<file path="src/hw/rtl/psm_pkg.sv">
package psm_pkg;

  // fixed-point format of the coordinate and randoms
  localparam int unsigned FRAC_BITS = 24;
  localparam int unsigned VAL_W     = FRAC_BITS + 1;
  localparam int unsigned RAND_W    = FRAC_BITS;
  localparam int unsigned SHIFT_W   = 5;

  // square root pipeline
  localparam int unsigned ROOT_W         = FRAC_BITS;
  localparam int unsigned SQ_W           = 2 * FRAC_BITS;
  localparam int unsigned SQRT_PER_STAGE = 4;
  localparam int unsigned SQRT_STAGES    = FRAC_BITS / SQRT_PER_STAGE;

  // exponent and power formats
  localparam int unsigned PROD_W = FRAC_BITS + SHIFT_W;
  localparam int unsigned IP_W   = PROD_W - FRAC_BITS;
  localparam int unsigned EXP_W  = 32;
  localparam int unsigned POW_W  = EXP_W + 1;

  // configuration port
  localparam int unsigned CFG_IDX_W = 1;

  typedef enum logic [CFG_IDX_W-1:0] {
    REG_COARSE_SHIFT = 1'b0,
    REG_FINE_SHIFT   = 1'b1
  } psm_reg_e;

  localparam logic [SHIFT_W-1:0] COARSE_RESET = 5'd6;
  localparam logic [SHIFT_W-1:0] FINE_RESET   = 5'd10;

  // sideband carried alongside the step computation
  typedef struct packed {
    logic [VAL_W-1:0] value;
    logic             add;
  } psm_side_t;

  // 2^(-2^-k) in q0.32, k = 0..32
  typedef logic [EXP_W-1:0] exp_rom_t [0:EXP_W];

  function automatic logic [63:0] isqrt64_f(input logic [63:0] x);
    logic [63:0] r;
    logic [63:0] rem;
    logic [63:0] bit_v;
    r   = '0;
    rem = x;
    for (int i = 0; i < 32; i++) begin
      bit_v = 64'(1) << (62 - 2 * i);
      if (rem >= r + bit_v) begin
        rem = rem - (r + bit_v);
        r   = (r >> 1) + bit_v;
      end else begin
        r = r >> 1;
      end
    end
    return r;
  endfunction

  function automatic exp_rom_t exp2_rom_f();
    exp_rom_t rom;
    rom[0] = 32'h8000_0000;
    for (int k = 1; k <= EXP_W; k++) begin
      rom[k] = EXP_W'(isqrt64_f({rom[k-1], 32'h0000_0000}));
    end
    return rom;
  endfunction

  localparam exp_rom_t EXP2_ROM = exp2_rom_f();

endpackage

</file>
<file path="src/hw/rtl/psm_isqrt.sv">
module psm_isqrt (
  input  logic                       clk_i,
  input  logic                       rst_ni,
  input  logic                       en_i,
  input  logic                       valid_i,
  input  logic [psm_pkg::RAND_W-1:0] rand_i,
  input  psm_pkg::psm_side_t         side_i,
  output logic                       valid_o,
  output logic [psm_pkg::ROOT_W-1:0] root_o,
  output psm_pkg::psm_side_t         side_o
);
  import psm_pkg::*;

  typedef struct packed {
    logic [SQ_W-1:0] rem;
    logic [SQ_W-1:0] root;
  } sq_state_t;

  // restoring square root, several result bits per stage
  function automatic sq_state_t sq_stage_f(input sq_state_t st, input int unsigned first);
    sq_state_t       nx;
    logic [SQ_W:0]   trial;
    logic [SQ_W-1:0] bit_v;
    nx = st;
    for (int unsigned j = 0; j < SQRT_PER_STAGE; j++) begin
      bit_v = SQ_W'(1) << (SQ_W - 2 - 2 * (first + j));
      trial = {1'b0, nx.root} + {1'b0, bit_v};
      if ({1'b0, nx.rem} >= trial) begin
        nx.rem  = nx.rem - trial[SQ_W-1:0];
        nx.root = (nx.root >> 1) + bit_v;
      end else begin
        nx.root = nx.root >> 1;
      end
    end
    return nx;
  endfunction

  sq_state_t              st_in  [SQRT_STAGES];
  sq_state_t              st_d   [SQRT_STAGES];
  sq_state_t              st_q   [SQRT_STAGES];
  psm_side_t              side_in[SQRT_STAGES];
  psm_side_t              side_q [SQRT_STAGES];
  logic [SQRT_STAGES-1:0] valid_q;

  for (genvar s = 0; s < SQRT_STAGES; s++) begin : g_stage
    if (s == 0) begin : g_head
      assign st_in[s]   = '{rem: {rand_i, {FRAC_BITS{1'b0}}}, root: '0};
      assign side_in[s] = side_i;
    end else begin : g_body
      assign st_in[s]   = st_q[s-1];
      assign side_in[s] = side_q[s-1];
    end
    assign st_d[s] = sq_stage_f(st_in[s], s * SQRT_PER_STAGE);

    always_ff @(posedge clk_i) begin
      if (en_i) begin
        st_q[s]   <= st_d[s];
        side_q[s] <= side_in[s];
      end
    end
  end

  always_ff @(posedge clk_i or negedge rst_ni) begin
    if (!rst_ni) begin
      valid_q <= '0;
    end else if (en_i) begin
      valid_q <= {valid_q[SQRT_STAGES-2:0], valid_i};
    end
  end

  assign valid_o = valid_q[SQRT_STAGES-1];
  assign root_o  = st_q[SQRT_STAGES-1].root[ROOT_W-1:0];
  assign side_o  = side_q[SQRT_STAGES-1];

endmodule

</file>
<file path="config.mk">
export PLATFORM = sky130hd
export DESIGN_NAME = psm_isqrt
export DESIGN_NICKNAME = d
export VERILOG_FILES = /design/src/hw/rtl/psm_pkg.sv /design/src/hw/rtl/psm_isqrt.sv
export SDC_FILE = /design/constraint.sdc
export NUM_CORES = 1
export LEC_CHECK = 0
export BUFFER_PORTS_ARGS = -buffer_cell sky130_fd_sc_hd__buf_4
export CAP_MARGIN = 40
export CORE_ASPECT_RATIO = 1.25
export CORE_MARGIN = 5
export CORE_UTILIZATION = 35
export DETAILED_ROUTE_END_ITERATION = 10
export SLEW_MARGIN = 20
export SYNTH_ARGS = -nofsm -noshare
export SYNTH_HDL_FRONTEND = slang
export SYNTH_SLANG_ARGS = --single-unit
</file>
<file path="constraint.sdc">
create_clock -name clk_i -period 15.1 [get_ports clk_i]
set_input_delay 3.02 -clock clk_i [delete_from_list [all_inputs] [get_ports clk_i]]
set_output_delay 3.02 -clock clk_i [all_outputs]
set_load 0.01 [all_outputs]
</file>
# == Word-level counts from Yosys, hierarchy flattened ==
# Memory sizes are Yosys's and may differ from the RTL's.
# Index checks and enable logic that the tools add are counted.
# classes
add_sub_neg,70
n_lt_le_gt_ge,24
n_mux,50
# ops
op,n
$mux 48,47
$sub 48x48->48,23
$ge 48x49->1,22
$add 48x1->49 const B,1
$add 48x11->49 const B,1
$add 48x13->49 const B,1
$add 48x15->49 const B,1
$add 48x17->49 const B,1
$add 48x19->49 const B,1
$add 48x21->49 const B,1
$add 48x23->49 const B,1
$add 48x25->49 const B,1
$add 48x27->49 const B,1
$add 48x29->49 const B,1
$add 48x3->49 const B,1
$add 48x31->49 const B,1
$add 48x33->49 const B,1
$add 48x35->49 const B,1
$add 48x37->49 const B,1
$add 48x39->49 const B,1
$add 48x41->49 const B,1
$add 48x43->49 const B,1
$add 48x5->49 const B,1
$add 48x7->49 const B,1
30 further kinds,31
# totals
reg_bits,6
ramBits,732
out_inout_bits,51
memories,2
# memory_table
name,depth,width,read_ports,rd_ports_with_merged_regs,write_ports,line,rtl
st_q,6,96,6,0,6,psm_isqrt.sv:40,sq_state_t st_q [SQRT_STAGES];
side_q,6,26,6,0,6,psm_isqrt.sv:42,psm_side_t side_q [SQRT_STAGES];

# == Logic depth before layout (Yosys ltp) ==
# Gate-level depths: netlist of run 1.
# An unclocked memory read counts as a cell.
# logic_depth
ltp_word,13
ltp_mapped,64
ltp_nobuf,61

# == Least setup slack after synthesis of run 1 ==
# Ideal clock, no wire load.
# synth_timing
path_type,flip-flop to flip-flop
start,mem st_q[4][89] in the netlist's numbering
end,"mem st_q[5][0] in the netlist's numbering, data pin"
arrival_time_ns,12.413
required_ns,14.828
path_slack_ns,2.415
path_stages_with_launch,60
path_buffers,7
period_less_slack_ns,12.685
path_cell_list,edfxtp_1 -> or4_1 -> clkbuf_1 -> or3_1 -> clkbuf_1 -> nor4_4 -> o21ai_1 -> clkbuf_1 -> clkbuf_1 -> o21ai_0 -> ha_1 -> a21oi_1 -> nor2b_1 -> o21a_1 -> o41a_1 -> a41o_1 -> a21oi_1 -> o211a_1 -> (+24 left out) -> clkbuf_1 -> nand2_1 -> o21ai_0 -> ha_1 -> a21o_1 -> a21oi_1 -> o21ai_0 -> a21o_1 -> a21oi_1 -> nor2b_1 -> o21ai_0 -> a211o_1 -> nand4_1 -> a2111o_1 -> nor3_1 -> nand3_1 -> or4_1 -> or4_1
# synth_lines
element,line
from (decl),psm_isqrt.sv:40

==> impl_metrics.json, run 1 <==
{
  "core_area_um2": 97050,
  "drv_slew": 0,
  "cts_setup_buffers": 0,
  "top_usage_layer": "met2",
  "fp.dieH_um": 358.9,
  "worstHoldPathCells": 0,
  "viasPerCell": 5.424,
  "clk_pin_slew_ns": 0.06,
  "synth_nets": 4160,
  "yosysSeqAreaShare_pct": 34.09,
  "fmax_mhz": 73.41,
  "start_util_pct": 35.12,
  "synth-edff-count": 382,
  "slew_headroom_pct": 37.58,
  "cts_hold_buf": 0,
  "ys_ff_latch": 388,
  "muxShareOfSynthArea_pct": 1.865,
  "crit_required_ns": 15.41,
  "gr-total-overflow": 0,
  "htree_num_levels": 2,
  "hold_viol": 0,
  "maxCapViolations": 0,
  "grt_use_met1_pct": 19.14,
  "nNetsFinal": 4270,
  "synth-compound-area-share_pct": 20.81,
  "status": "complete, no violations",
  "grt_pass1_vias": 28080,
  "grt_pass1_wl_mm": 144.0,
  "clock_path_buffers": 3,
  "period_share_pct": 90.21,
  "met2_usage_pct": 31.27,
  "drt-initial-drc-count": 1464,
  "num_antenna_cells": 0,
  "dr.pass1.iters": 6,
  "crit_path_start_kind": "register",
  "crit_start": "st_q[4][9]",
  "crit_top_cell": "a21oi_1",
  "syn_area_per_cell_um2": 8.967,
  "synth_top_area_share_pct": 33.65,
  "synthXorXnorAreaFrac_pct": 9.122,
  "slowest_stage": "or4_1",
  "cts.sinks": 388,
  "port_buffers": 104,
  "synth-simple-area-share_pct": 19.65,
  "antenna_found_initial": 2,
  "path_max_fanout": 23,
  "drive_gt1_share_pct": 8.589,
  "synthAdderAreaFrac_pct": 11.26,
  "ios": 105,
  "timing.rr.end": "st_q[5][0]",
  "end_kind": "register",
  "cts_tree": "yes",
  "wl_mm": 89.33,
  "finalSetupViolations": 0,
  "worstHoldStart": "side_q[3][21]",
  "hold_class": "register to register",
  "ys_warn_count": 0,
  "area_growth_syn_to_layout_pct": 11.72,
  "die_area_um2": 103800,
  "postSynthCellCount": 3801,
  "drc": 0,
  "min_period_ns": 13.62,
  "crit_type": "register to register",
  "place_congestion": 0.9056,
  "synth_top_family_by_area": "compound AO/OA/AOI/OAI gates",
  "worst_pin_slew_ns": 0.9363,
  "rsz0062_at_grt": "no",
  "min_to": "side_q[4][21]",
  "fin_skew_ns": 0.04448,
  "reg2reg_from": "st_q[4][9]",
  "insertion_delay_ns": 0.61,
  "track_usage_pct": 16.70,
  "reg2regPathDepth": 60,
  "cts_buffers": 45,
  "via_count": 28460,
  "clock-root-buffer": "clkbuf_16",
  "yosys-top-cells-area": "edfxtp_1 34%, ha_1 11%, xnor2_1 5.8%",
  "chipWidth_um": 289.1,
  "synth_flop_cell": "edfxtp_1",
  "tns_ns": 0,
  "rows": 128,
  "cts_resized": 0,
  "crit_path_max_incr_delay_ns": 0.65,
  "arrival_ns": 13.94,
  "grtUsageMet3_pct": 1.642,
  "async_reset_ff_share_pct": 1.546,
  "synth_area_leader_cell": "edfxtp_1",
  "dp_hpwl_mm": 72.12,
  "r2r_slack_ns": 1.48,
  "drtAntennaViolNets": 0,
  "wl_per_cell_um": 17.02,
  "netlist_area_um2": 34090,
  "ys_types": 104,
  "grt_max_degree": 171
}
==> per-stage QoR <==
stage / util [%] / worst slack, ns / hold slack, ns / cell area, um2 / instances
final: 39.24 / 1.478 / 0.4016 / 38080 / 5247
after CTS: 39.21 / 0.8253 / 0.3930 / 38050 / 5244
after detailed placement: 37.63 / 0.8817 / 0.4045 / 36520 / 5161
after global placement: 37.60 / 1.065 / 0.4003 / 36490 / 5159
after global routing: 39.24 / 0.2503 / 0.4129 / 38080 / 5247
after floorplan: - / 2.415 / 0.4003 / 34090 / 3801
==> synth_stat cells (all sizes together) (7+ instances only) <==
cell	count
nor4	65
nand2b	41
nand3b	11
a21oi	310
a21boi	18
edfxtp	382
nor2b	53
and3	46
o21a	53
or2	36
mux2	34
a31oi	41
o31a	15
nand3	93
o21bai	51
a211oi	34
buf	25
nor4b	15
nor3	102
nor2	360
o211a	8
xnor2	226
and4	7
nor3b	18
ha	302
or3	46
a211o	10
xor2	129
and2	26
mux2i	24
o31ai	37
a21o	103
nand2	308
nand4b	9
or4	21
o211ai	41
inv	191
o21ai	242
nand4	53
o41ai	7
o311ai	8
a2111oi	12
clkbuf	63
==> sequential cells by signal (all words and copies together) (netlist names) <==
signal,flops
st_q,226
valid_q,6
side_q,156
==> cells in the final DEF (no fill, tap or decap), types with 45 or more instances in the layout <==
cell       instances
ha_1             302
nor2b_1           53
nor2_1           358
or3_1             45
o21ai_0          224
buf_4            143
nor4_1            57
a21o_1           103
o21bai_1          51
nor3_1           100
xor2_1           129
clkbuf_16         45
edfxtp_1         382
a21oi_1          310
and3_1            46
nand4_1           53
inv_1            184
nand2_1          307
nand3_1           92
o21a_1            53
xnor2_1          226
==> how the worst max path moves through the flow <==
stage / end / slack (ns) / depth (start not counted)
6_report: st_q[5][0] / 1.48 / 60
5_1_grt: st_q[4][90] / 0.25 / 53
4_1_cts: st_q[5][0] / 0.83 / 58
3_5_place_dp: st_q[5][0] / 0.88 / 58
3_3_place_gp: st_q[5][0] / 1.06 / 58
2_1_floorplan: st_q[5][0] / 2.42 / 59
==> logic make-up (layout without fill, tap and decap cells) <==
logic type	Yosys count	count (layout)
simple gates	1325	1325
compound gates	1089	1089
flops	388	388
xor+xnor	355	355
fa+ha+maj	305	305
buf+inv	281	427
mux	58	58
==> area by class of cell <==
cell class                      count  area (um2)
Inverter                          193       724.4
Tap cell                         1300        1627
Fill cell                        9871       58970
Multi-Input combinational cell   3132       21390
Clock buffer                       54        1160
Timing Repair Buffer              151        1187
Clock inverter                     29       371.6
Sequential cell                   388       11620
==> worst max-delay path: cells and delay by family (launching register included) <==
family	cells	cell delay [ns]
compound gates	32	7.15
simple gates	17	3.21
buf+inv	7	1.32
fa+ha+maj	4	1.19
flops	1	0.43
==> layer usage <==
layer / vias to the layer above / wire (um)
met5: - / 0
met4: 0 / 4291
met3: 192 / 2486
met2: 511 / 45950
met1: 13300 / 36600
li1: 14460 / -
Power of run 1 is not shown: default switching activity piles up to over one toggle a cycle in this logic, so the estimate is an artifact.
==> run 2, diff against run 1 <==
--- a/config.mk
+++ b/config.mk
@@ -9,8 +9,9 @@
 export CAP_MARGIN = 40
 export CORE_ASPECT_RATIO = 1.25
 export CORE_MARGIN = 5
-export CORE_UTILIZATION = 35
+export CORE_UTILIZATION = 45
 export DETAILED_ROUTE_END_ITERATION = 10
+export SKIP_LAST_GASP = 1
 export SLEW_MARGIN = 20
 export SYNTH_ARGS = -nofsm -noshare
 export SYNTH_HDL_FRONTEND = slang
==> run 2 against run 1 <==
  * Die area down 22%
  * Cell count fell by 6.6%
  * Hold slack better by 0.0067 ns
  * Clock skew fell by 0.014 ns
  * Critical path type unchanged
  * Highest routed layer unchanged
==> impl_metrics.json, run 2 (synthesized netlist as in run 1, its figures left out) <==
{
  "grt_pass1_vias": 28080,
  "arrival_ns": 14.15,
  "cts_hold_buf": 0,
  "wl_per_cell_um": 18.32,
  "seq_area_um2": 11620,
  "largest_reg_flops": 226,
  "num_antenna_cells": 0,
  "period_share_pct": 91.56,
  "fin_skew_ns": 0.02999,
  "reg_top3": "st_q: 226 flops, side_q: 156 flops, valid_q: 6 flops",
  "crit_top_cell": "a21oi_1",
  "clk_pin_slew_ns": 0.07,
  "drtAntennaViolNets": 0,
  "grt_max_degree": 84,
  "cts_tree": "yes",
  "rows": 112,
  "fp.dieH_um": 317.7,
  "status": "complete, no violations",
  "crit_required_ns": 15.42,
  "crit_path_start_kind": "register",
  "hold_viol": 0,
  "tns_ns": 0,
  "core_area_um2": 74970,
  "via_count": 28260,
  "track_usage_pct": 21.35,
  "cts_setup_buffers": 0,
  "slew_headroom_pct": 40.30,
  "worst_pin_slew_ns": 0.8879,
  "end_kind": "register",
  "grt_pass1_wl_mm": 144.2,
  "multi_input_comb_area_um2": 21400,
  "antenna_found_initial": 0,
  "drive_gt1_share_pct": 8.492,
  "fmax_mhz": 72.33,
  "drc": 0,
  "insertion_delay_ns": 0.59,
  "finalSetupViolations": 0,
  "wl_mm": 89.82,
  "reg2regPathDepth": 58,
  "min_period_ns": 13.83,
  "start_util_pct": 45.46,
  "port_buffers": 104,
  "place_congestion": 0.8972,
  "clock-root-buffer": "clkbuf_16",
  "dr.pass1.iters": 5,
  "fill_cells": 7141,
  "cts.sinks": 388,
  "top_register": "st_q",
  "nNetsFinal": 4265,
  "final_common_cell": "edfxtp_1",
  "worstHoldPathCells": 0,
  "maxCapViolations": 0,
  "slowest_stage": "or4_1",
  "path_max_fanout": 29,
  "final_cell_mix": "382 x edfxtp_1, 358 x nor2_1, 310 x a21oi_1",
  "rsz0062_at_grt": "no",
  "area_growth_syn_to_layout_pct": 10.27,
  "cts_buffers": 42,
  "viasPerCell": 5.764,
  "crit_type": "register to register",
  "crit_path_max_incr_delay_ns": 0.66,
  "dp_hpwl_mm": 72.73,
  "die_area_um2": 81380,
  "drt-initial-drc-count": 1399,
  "ios": 105,
  "gr-total-overflow": 0,
  "hold_class": "register to register",
  "chipWidth_um": 256.2,
  "drv_slew": 0,
  "htree_num_levels": 2,
  "clock_path_buffers": 3
}
## run 2: cell types whose count changed in the layout (fill, tap and decap cells not counted), moves of 4 or more
| cell | change |
|---|---|
| clkbuf_1 | -4 |
| clkinvlp_4 | +6 |
| inv_6 | -4 |
| clkinv_1 | -5 |
## run 2: cell type report
| class | instances | area share (%) |
|---|---|---|
| inverters | 193 | 1.927 |
| flip-flops and latches | 388 | 30.92 |
| clock buffers | 47 | 2.846 |
| multi-input cells | 3132 | 56.94 |
| well taps | 969 | 3.226 |
| repair buffers | 149 | 3.209 |
| clock inverters | 24 | 0.9288 |
## run 2: repair_timing
| action | in CTS | in global routing |
|---|---|---|
| setup endpoints to repair | 0 | 1 |
| resized for setup | 0 | 2 |
| endpoints found under the hold margin | 0 | 0 |
## run 2: routing by layer
| metal | part of all wire (%) | track usage [%] | vias up |
|---|---|---|---|
| met5 | 0 | 0 | - |
| li1 | - | - | 14410 |
| met2 | 52 | 40.64 | 452 |
| met4 | 5.7 | 10.65 | 0 |
| met3 | 2.4 | 1.998 | 206 |
| met1 | 40 | 23.57 | 13190 |
## run 2: worst max-delay path: cells and delay by family (launching register included)
kind                       cells  cell delay [ns]
AOI/OAI and AO/OA             30             6.84
and+or+nand+nor               18             3.68
adders and majority gates      4             1.32
buffers and inverters          6             1.26
DFF                            1             0.41
## run 2: final timing paths
kind,slack [ns],startpoint,endpoint
max,1.27,st_q[4][9],st_q[5][0]
min,0.41,side_q[0][21],side_q[1][21]
min reg2reg,0.41,side_q[0][21],side_q[1][21]
min in group asynchronous,2.24,rst_ni,valid_q[5]
max in group asynchronous,12.75,rst_ni,valid_q[1]
max reg2reg,1.27,st_q[4][9],st_q[5][0]
## run 2: stage by stage
stage / std cells / instance area [um2] / hold WS (ns) / worst slack (ns) / utilization (%)
floorplan: 3801 / 34090 / 0.4003 / 2.415 / -
global placement: 4824 / 36030 / 0.4004 / 0.9328 / 48.06
detailed placement: 4828 / 36110 / 0.4045 / 0.7501 / 48.17
CTS: 4899 / 37530 / 0.4085 / 0.6784 / 50.06
global route: 4902 / 37590 / 0.4025 / 0.03300 / 50.13
finish: 4902 / 37590 / 0.4084 / 1.274 / 50.13
Power of run 2 is left out for the same reason.
